**src/design/chunked_body_decoder_assert.svh**
```systemverilog
// Assertion macros shared by the chunked body decoder modules.
`ifndef CHUNKED_BODY_DECODER_ASSERT_SVH
`define CHUNKED_BODY_DECODER_ASSERT_SVH

`ifndef SYNTHESIS

// Same-cycle implication, disabled while reset is asserted.
`define CBD_ASSERT_IMP(label, clk, rst_n, ante, cons) \
    label: assert property (@(posedge clk) disable iff (!rst_n) (ante) |-> (cons)) \
        else $error("chunked body decoder: same-cycle check failed");

// Next-cycle implication, disabled while reset is asserted.
`define CBD_ASSERT_NXT(label, clk, rst_n, ante, cons) \
    label: assert property (@(posedge clk) disable iff (!rst_n) (ante) |=> (cons)) \
        else $error("chunked body decoder: next-cycle check failed");

`else

`define CBD_ASSERT_IMP(label, clk, rst_n, ante, cons)
`define CBD_ASSERT_NXT(label, clk, rst_n, ante, cons)

`endif

`endif

```
**src/design/cbd_pkg.sv**
```systemverilog
// Types, constants and helper functions for the chunked body decoder.
package cbd_pkg;

    // Width of the chunk byte counter
    localparam int COUNT_BITS = 60;

    localparam logic [3:0] MAX_SIZE_CHARS_RESET = 4'd15;

    localparam logic [7:0] CHAR_CR = 8'h0D;
    localparam logic [7:0] CHAR_LF = 8'h0A;

    // Bytes dropped after each chunk payload
    localparam logic [1:0] TRAILER_SKIP = 2'd2;

    typedef enum logic [2:0] {
        PH_SIZE    = 3'd0,
        PH_SIZE_LF = 3'd1,
        PH_DATA    = 3'd2,
        PH_SKIP    = 3'd3,
        PH_DONE    = 3'd4,
        PH_ERRCHAR = 3'd5,
        PH_ERRLONG = 3'd6
    } phase_t;

    typedef enum logic [2:0] {
        KIND_FRAME   = 3'd0,
        KIND_PAYLOAD = 3'd1,
        KIND_END     = 3'd2,
        KIND_BADCHAR = 3'd3,
        KIND_TOOLONG = 3'd4
    } kind_t;

    typedef struct packed {
        kind_t      kind;
        logic [7:0] data;
    } result_t;

    typedef struct packed {
        logic       ok;
        logic [3:0] val;
    } digit_t;

    // Decode one hexadecimal digit character
    function automatic digit_t hex_value(input logic [7:0] b);
        digit_t d;
        d.ok  = 1'b1;
        d.val = 4'd0;
        if (b >= 8'h30 && b <= 8'h39) begin
            d.val = 4'(b - 8'h30);
        end else if (b >= 8'h61 && b <= 8'h66) begin
            d.val = 4'(b - 8'h57);
        end else if (b >= 8'h41 && b <= 8'h46) begin
            d.val = 4'(b - 8'h37);
        end else begin
            d.ok = 1'b0;
        end
        return d;
    endfunction

endpackage

```
**src/design/cbd_out_reg.sv**
```systemverilog
// Result register that holds one decoded request until the sink takes it.
module cbd_out_reg (
    input  logic             clk,
    input  logic             rst_n,
    input  logic             load,
    input  cbd_pkg::result_t result,
    input  logic             out_stall,
    output logic             ready,
    output logic             out_valid,
    output logic [2:0]       out_kind,
    output logic [7:0]       out_byte
);

    logic             valid_reg;
    logic             valid_next;
    cbd_pkg::result_t data_reg;

    // Free when empty or when the held request leaves this cycle
    assign ready = !valid_reg || !out_stall;

    always_comb
    begin
        valid_next = valid_reg;
        if (load) begin
            valid_next = 1'b1;
        end else if (!out_stall) begin
            valid_next = 1'b0;
        end
    end

    always_ff @(posedge clk or negedge rst_n)
    begin
        if (!rst_n) begin
            valid_reg <= 1'b0;
        end else begin
            valid_reg <= valid_next;
        end
    end

    // Capture payload on load
    always_ff @(posedge clk)
    begin
        if (load) begin
            data_reg <= result;
        end
    end

    assign out_valid = valid_reg;
    assign out_kind  = data_reg.kind;
    assign out_byte  = data_reg.data;

endmodule

```
**src/design/cbd_parser.sv**
```systemverilog
// Framing state machine: classifies each body byte and tracks chunk size.
`include "chunked_body_decoder_assert.svh"

module cbd_parser (
    input  logic             clk,
    input  logic             rst_n,
    input  logic             cfg_wr_en,
    input  logic [3:0]       cfg_wr_data,
    input  logic             fire,
    input  logic [7:0]       data,
    output cbd_pkg::result_t result
);

    logic [3:0]                     max_size_chars_reg;
    cbd_pkg::phase_t                phase_reg;
    cbd_pkg::phase_t                phase_next;
    logic [cbd_pkg::COUNT_BITS-1:0] remaining_reg;
    logic [cbd_pkg::COUNT_BITS-1:0] remaining_next;
    logic [3:0]                     size_chars_seen_reg;
    logic [3:0]                     size_chars_seen_next;
    logic [1:0]                     skip_left_reg;
    logic [1:0]                     skip_left_next;
    cbd_pkg::digit_t                digit;

    assign digit = cbd_pkg::hex_value(data);

    // Limit register
    always_ff @(posedge clk or negedge rst_n)
    begin
        if (!rst_n) begin
            max_size_chars_reg <= cbd_pkg::MAX_SIZE_CHARS_RESET;
        end else if (cfg_wr_en) begin
            max_size_chars_reg <= cfg_wr_data;
        end
    end

    // Classify the byte and work out the next state
    always_comb
    begin
        phase_next           = phase_reg;
        remaining_next       = remaining_reg;
        size_chars_seen_next = size_chars_seen_reg;
        skip_left_next       = skip_left_reg;
        result.kind          = cbd_pkg::KIND_FRAME;
        result.data          = 8'd0;
        case (phase_reg)
            cbd_pkg::PH_SIZE:
            begin
                if (data == cbd_pkg::CHAR_CR) begin
                    phase_next = cbd_pkg::PH_SIZE_LF;
                end else if (size_chars_seen_reg >= max_size_chars_reg) begin
                    phase_next  = cbd_pkg::PH_ERRLONG;
                    result.kind = cbd_pkg::KIND_TOOLONG;
                end else if (!digit.ok) begin
                    phase_next  = cbd_pkg::PH_ERRCHAR;
                    result.kind = cbd_pkg::KIND_BADCHAR;
                end else begin
                    remaining_next = {remaining_reg[cbd_pkg::COUNT_BITS-5:0], digit.val};
                    size_chars_seen_next = size_chars_seen_reg + 4'd1;
                end
            end
            cbd_pkg::PH_SIZE_LF:
            begin
                if (data != cbd_pkg::CHAR_LF || size_chars_seen_reg == 4'd0) begin
                    phase_next  = cbd_pkg::PH_ERRCHAR;
                    result.kind = cbd_pkg::KIND_BADCHAR;
                end else if (remaining_reg == '0) begin
                    phase_next  = cbd_pkg::PH_DONE;
                    result.kind = cbd_pkg::KIND_END;
                end else begin
                    phase_next = cbd_pkg::PH_DATA;
                end
            end
            cbd_pkg::PH_DATA:
            begin
                result.kind    = cbd_pkg::KIND_PAYLOAD;
                result.data    = data;
                remaining_next = remaining_reg - cbd_pkg::COUNT_BITS'(1);
                if (remaining_reg == cbd_pkg::COUNT_BITS'(1)) begin
                    phase_next     = cbd_pkg::PH_SKIP;
                    skip_left_next = cbd_pkg::TRAILER_SKIP;
                end
            end
            cbd_pkg::PH_SKIP:
            begin
                skip_left_next = skip_left_reg - 2'd1;
                if (skip_left_reg == 2'd1) begin
                    phase_next           = cbd_pkg::PH_SIZE;
                    size_chars_seen_next = 4'd0;
                    remaining_next       = '0;
                end
            end
            cbd_pkg::PH_DONE:
            begin
                result.kind = cbd_pkg::KIND_END;
            end
            cbd_pkg::PH_ERRCHAR:
            begin
                result.kind = cbd_pkg::KIND_BADCHAR;
            end
            default:
            begin
                phase_next  = cbd_pkg::PH_ERRLONG;
                result.kind = cbd_pkg::KIND_TOOLONG;
            end
        endcase
    end

    // Advance state once per consumed byte
    always_ff @(posedge clk or negedge rst_n)
    begin
        if (!rst_n) begin
            phase_reg           <= cbd_pkg::PH_SIZE;
            remaining_reg       <= '0;
            size_chars_seen_reg <= 4'd0;
            skip_left_reg       <= 2'd0;
        end else if (fire) begin
            phase_reg           <= phase_next;
            remaining_reg       <= remaining_next;
            size_chars_seen_reg <= size_chars_seen_next;
            skip_left_reg       <= skip_left_next;
        end
    end

    // Skip count lives only in the trailer phase
    `CBD_ASSERT_IMP(a_skip_only_in_skip, clk, rst_n, skip_left_reg != 2'd0, phase_reg == cbd_pkg::PH_SKIP)
    // End of body is terminal
    `CBD_ASSERT_NXT(a_done_sticky, clk, rst_n, phase_reg == cbd_pkg::PH_DONE, phase_reg == cbd_pkg::PH_DONE)
    // Bad-character error is terminal
    `CBD_ASSERT_NXT(a_errchar_sticky, clk, rst_n, phase_reg == cbd_pkg::PH_ERRCHAR, phase_reg == cbd_pkg::PH_ERRCHAR)

endmodule

```
**src/design/chunked_body_decoder.sv**
```systemverilog
// Top level: input register, framing parser and result register.
// An accepted request waits in the input register until the result register has room; its parsed result is held there.
// Throughput: one byte per cycle while out_stall is low; the parser updates its 60-bit count once per consumed byte.
// in_stall rises only when the input register is full and the result register cannot drain.
// Reset (rst_n, asynchronous, active low) empties both registers, returns the parser
// to reading a size line with a zero count, and sets the size-line limit to 15.
`include "chunked_body_decoder_assert.svh"

module chunked_body_decoder (
    input  logic       clk,
    input  logic       rst_n,
    input  logic       cfg_wr_en,
    input  logic [3:0] cfg_wr_data,
    input  logic       in_valid,
    output logic       in_stall,
    input  logic [7:0] in_byte,
    output logic       out_valid,
    input  logic       out_stall,
    output logic [2:0] out_kind,
    output logic [7:0] out_byte
);

    logic             s1_valid_reg;
    logic             s1_valid_next;
    logic [7:0]       s1_byte_reg;
    logic             in_fire;
    logic             s1_fire;
    logic             out_ready;
    cbd_pkg::result_t result;

    // Hand the held byte to the parser when the result register has room
    assign s1_fire  = s1_valid_reg && out_ready;
    assign in_stall = s1_valid_reg && !out_ready;
    assign in_fire  = in_valid && !in_stall;

    always_comb
    begin
        s1_valid_next = s1_valid_reg;
        if (in_fire) begin
            s1_valid_next = 1'b1;
        end else if (s1_fire) begin
            s1_valid_next = 1'b0;
        end
    end

    always_ff @(posedge clk or negedge rst_n)
    begin
        if (!rst_n) begin
            s1_valid_reg <= 1'b0;
        end else begin
            s1_valid_reg <= s1_valid_next;
        end
    end

    // Capture the input byte
    always_ff @(posedge clk)
    begin
        if (in_fire) begin
            s1_byte_reg <= in_byte;
        end
    end

    cbd_parser u_parser (
        .clk         (clk),
        .rst_n       (rst_n),
        .cfg_wr_en   (cfg_wr_en),
        .cfg_wr_data (cfg_wr_data),
        .fire        (s1_fire),
        .data        (s1_byte_reg),
        .result      (result)
    );

    cbd_out_reg u_out_reg (
        .clk       (clk),
        .rst_n     (rst_n),
        .load      (s1_fire),
        .result    (result),
        .out_stall (out_stall),
        .ready     (out_ready),
        .out_valid (out_valid),
        .out_kind  (out_kind),
        .out_byte  (out_byte)
    );

    // An accepted request is held for the parser
    `CBD_ASSERT_NXT(a_accept_held, clk, rst_n, in_fire, s1_valid_reg)
    // A parsed request always lands in the result register
    `CBD_ASSERT_NXT(a_parse_lands, clk, rst_n, s1_fire, out_valid)
    // Only payload results carry a byte
    `CBD_ASSERT_IMP(a_byte_zero, clk, rst_n, out_valid && (out_kind != cbd_pkg::KIND_PAYLOAD), out_byte == 8'd0)

endmodule
```
**config.mk**
```make
export PLATFORM = sky130hd
export DESIGN_NAME = chunked_body_decoder
export DESIGN_NICKNAME = d
export VERILOG_FILES = /design/src/design/cbd_pkg.sv /design/src/design/cbd_out_reg.sv /design/src/design/cbd_parser.sv /design/src/design/chunked_body_decoder.sv
export VERILOG_INCLUDE_DIRS = /design/src /design/src/design
export SDC_FILE = /design/constraint.sdc
export NUM_CORES = 1
export LEC_CHECK = 0
export CELL_PAD_IN_SITES_DETAIL_PLACEMENT = 0
export CELL_PAD_IN_SITES_GLOBAL_PLACEMENT = 1
export CORE_ASPECT_RATIO = 0.6
export CORE_MARGIN = 4
export CORE_UTILIZATION = 25
export DETAILED_ROUTE_END_ITERATION = 8
export DONT_BUFFER_PORTS = 1
export MAX_ROUTING_LAYER = met4
export PLACE_DENSITY = 0.52
export SYNTH_ARGS = -nofsm -noshare
export SYNTH_HDL_FRONTEND = slang
export SYNTH_SLANG_ARGS = --single-unit
```
**constraint.sdc**
```tcl
create_clock -name clk -period 3.12 [get_ports clk]
set_input_delay 0.78 -clock clk [delete_from_list [all_inputs] [get_ports clk]]
set_output_delay 0.78 -clock clk [all_outputs]
set_load 0.05 [all_outputs]
```
==> Implementation_results.wiki <==
{| class="wikitable"
! Metric !! Value
|-
| Result of the run || finished clean
|-
| Mean instance size in the synthesized netlist || 8.69 um^2
|-
| Crit path cell chain || inv_1, ha_1, or3b_2, nor2_1, nand3_1, nor4_1, a2bb2oi_1, nand3_1
|-
| Fraction of final layout cells sized beyond drive strength 1 || 10.5%
|-
| Half-perimeter wire length after placement || between 10 and 15 mm
|-
| Worst min-delay path class || in -> async
|-
| Synthesis Warnings || 0
|-
| Die span in x || 205 um
|-
| Share of the synthesized area in the top cell type || 30.6%
|-
| Maximum clock insertion buffer count || 2
|-
| Max-cap violation count || 0
|-
| Initial core utilization || 25.9%
|-
| Largest register FFs || 60
|-
| Clock root buffer || sky130_fd_sc_hd__clkbuf_16
|-
| Critical path buffer and inverter count || 1
|-
| Final routed wirelength across all metal layers || 20.9 mm
|-
| Highest-delay cell along the critical path || sky130_fd_sc_hd__or3b_2
|-
| First-pass GRT wire length || approximately 33 mm
|-
| Max-slew violation total from the final report || 0
|-
| Area grow syn2layout || 13.4%
|-
| IO Count || 30
|-
| Layout net count || 694
|-
| Post-Route Utilization || 29.3%
|-
| Number of distinct library cells after synthesis || 66
|-
| Kind of launch point of the worst setup path || flop
|-
| Clock Skew || 0.0118 ns
|-
| Maximum number of pins on one net before global-route repair || 76
|-
| Post-synth EDFFs || 19
|-
| Post-route clock period utilization || approximately nine tenths
|-
| Critical path arrival || just over 3 ns
|-
| Total core area || 0.0224 mm^2
|-
| Antenna Diode Count || 0
|-
| CP Data Required Time || 3.36 ns
|-
| Most common cell in the netlist || sky130_fd_sc_hd__o21ai_0
|-
| Die span in y || approximately 130 um
|-
| Post-CTS Repair Setup Buffers || 0
|-
| Top cell types by occurrence after synthesis || sky130_fd_sc_hd__o21ai_0, sky130_fd_sc_hd__dfrtp_1, sky130_fd_sc_hd__nor2_1
|-
| Maximum fanout encountered on the critical timing path || 6
|-
| Crit-path max cell delay || roughly 0.57 ns
|-
| Setup repair after global routing missed its margin || false
|-
| Largest delay share family, worst path || simple AND/OR/NAND/NOR gates
|-
| Max frequency || around 360 MHz
|-
| Crit path top cell by count || sky130_fd_sc_hd__nand3_1
|-
| Sequential area share after synthesis || 42.2%
|-
| Overflow left after global routing || 0
|-
| # rows || 42
|-
| Register bit total from synthesis || 94
|-
| Proportion of register bits with asynchronous set or reset after synthesis || approximately 80%
|-
| Post-layout minimum cycle time || 2.81 ns
|-
| Kind of end point of the critical path || flop
|-
| Pre-CTS setup slack || around 0.26 ns
|-
| Number of buffers created by CTS || 9
|-
| Power per cell area || a little over 400 mW/mm^2
|-
| Combined area of all synthesized cells || 0.00581 mm^2
|-
| Maximum resistive drop on vdd || around 310 uV
|-
| Worst slew pin tran || 0.788 ns
|-
| Clock latency on the worst-skew pair || 0.36 ns
|-
| Final-report hold violation count || 0
|-
| Via count of the first global-routing pass || 5193
|-
| Static power due to leakage || 2.57 nW
|-
| Buffers on Ports || 0
|-
| Final count of negative-setup-slack endpoints || 0
|-
| Starting DRT DRC Count || 495
|-
| Setup ws final || slightly above 0.3 ns
|-
| Setup total negative slack || 0 ns
|-
| CTS sink count || 94
|-
| TritonCTS clock tree || yes
|-
| Vias post-DR || 5525
|-
| Post-placement cell count || 960
|-
| Global-route total usage across every layer || 16.6%
|-
| Number of antenna violations at the first check in global routing || 0
|-
| Most used flip-flop cell after synthesis || sky130_fd_sc_hd__dfrtp_1
|-
| Routability Congestion || 0.856
|-
| Clock Pin Slew Worst Setup and Hold Paths || 0.07 ns
|-
| Post-DR vias/cell || 5.66
|-
| Yosys top cell by area || sky130_fd_sc_hd__dfrtp_1
|-
| Post-route ant nets || 0
|-
| Length of the first detailed-routing pass in iterations || 5
|-
| DRC errors left || 0
|-
| Type of the worst setup path || reg -> reg
|-
| Post-layout instance count excluding filler cells || 976
|-
| Max-slew headroom || between 40% and 50%
|-
| CTS H-tree depth || 3
|-
| Syn Nets || between 600 and 700
|-
| Mapped Cells || 668
|-
| Top area cells in the synthesized netlist || sky130_fd_sc_hd__dfrtp_1, sky130_fd_sc_hd__edfxtp_1, sky130_fd_sc_hd__o21ai_0, sky130_fd_sc_hd__nor2_1, sky130_fd_sc_hd__nor4_1
|-
| Detail-routed net length per standard cell || 21.4 um
|-
| DIE AREA || 0.0258 mm^2
|}
per-layer routing:
layer | wire [um] | vias up | track usage [%]
met2 | 7520 | 174 | 19.3
met1 | 11800 | 2799 | 28.0
met4 | 167 | 0 | 2.28
li1 | - | 2540 | -
met5 | 0 | - | -
met3 | 1360 | 12 | 4.19
worst register-to-register path: stages, from the launching register on:
cell	delay, ns
sky130_fd_sc_hd__dfrtp_1	0.46
sky130_fd_sc_hd__inv_1	0.13
sky130_fd_sc_hd__ha_1	0.21
sky130_fd_sc_hd__or3b_2	0.57
sky130_fd_sc_hd__nor2_1	0.22
sky130_fd_sc_hd__nand3_1	0.33
sky130_fd_sc_hd__nor4_1	0.50
sky130_fd_sc_hd__a2bb2oi_1	0.19
sky130_fd_sc_hd__nand3_1	0.09
worst paths after layout:
path / from / to / slack (ns) / cells past startpoint
worst max-delay path: u_parser.remaining_reg[0]$_DFFE_PN0P_ / u_parser.remaining_reg[58]$_DFFE_PN0P_ / 0.31 / 8
worst min-delay path: rst_n / u_parser.size_chars_seen_reg[0]$_DFFE_PN0P_ / 0.12 / 0
worst max register to register: u_parser.remaining_reg[0]$_DFFE_PN0P_ / u_parser.remaining_reg[58]$_DFFE_PN0P_ / 0.31 / 8
worst min register to register: s1_valid_reg$_DFFE_PN0P_ / u_out_reg.out_valid$_DFFE_PN0P_ / 0.47 / 1
max in group asynchronous: rst_n / u_parser.remaining_reg[1]$_DFFE_PN0P_ / 2.80 / 0
min in group clk: s1_valid_reg$_DFFE_PN0P_ / u_out_reg.out_valid$_DFFE_PN0P_ / 0.47 / 1
layout make-up:
type                       instances  area, um^2
tap                              308         385
timing repair buffer              27         228
clock buffer                       9         225
sequential                        94        2450
inverter                          23        86.3
clock inverter                     7        97.6
fill                            2408       15900
multi-input combinational        508        3110
timing repair:
| action | CTS | global route |
|---|---|---|
| hold buffers | 0 | 0 |
| resized for setup | 0 | 2 |
| setup endpoints to repair | 0 | 5 |
placed cells by master (no fill, tap or decap), types with 14 or more instances in the layout:
cell	count
sky130_fd_sc_hd__a21oi_1	34
sky130_fd_sc_hd__a31oi_1	15
sky130_fd_sc_hd__a32oi_1	14
sky130_fd_sc_hd__and2_1	14
sky130_fd_sc_hd__buf_4	25
sky130_fd_sc_hd__dfrtp_1	71
sky130_fd_sc_hd__edfxtp_1	19
sky130_fd_sc_hd__ha_1	14
sky130_fd_sc_hd__inv_1	23
sky130_fd_sc_hd__nand2_1	45
sky130_fd_sc_hd__nand3_1	25
sky130_fd_sc_hd__nor2_1	59
sky130_fd_sc_hd__nor3_1	28
sky130_fd_sc_hd__nor4_1	32
sky130_fd_sc_hd__o21ai_0	84
through the flow:
step	hold slack, ns	power [mW]	cell area (um^2)
after detailed placement	0.461	1.43	6250
after global placement	0.452	1.43	6250
after global routing	0.0940	2.75	6580
final	0.115	2.65	6580
after floorplan	0.441	1.40	5810
after CTS	0.0990	2.69	6580
logic make-up after synthesis:
logic type,synth area share (%)
compound gates,24.2
xor+xnor,0.302
fa+ha+maj,3.02
buf+inv,4.55
flops,42.2
mux,0.905
simple gates,24.8
report_power, final:
group | leakage (nW) | total [mW] | switching, mW | internal, mW
Clock | 0.152 | 1.24 | 0.529 | 0.706
Sequential | 1.14 | 1.32 | 0.0449 | 1.28
Combinational | 1.27 | 0.0880 | 0.0597 | 0.0283
Total | 2.57 | 2.65 | 0.634 | 2.01
Note: power is estimated with default switching activity, not from simulation.
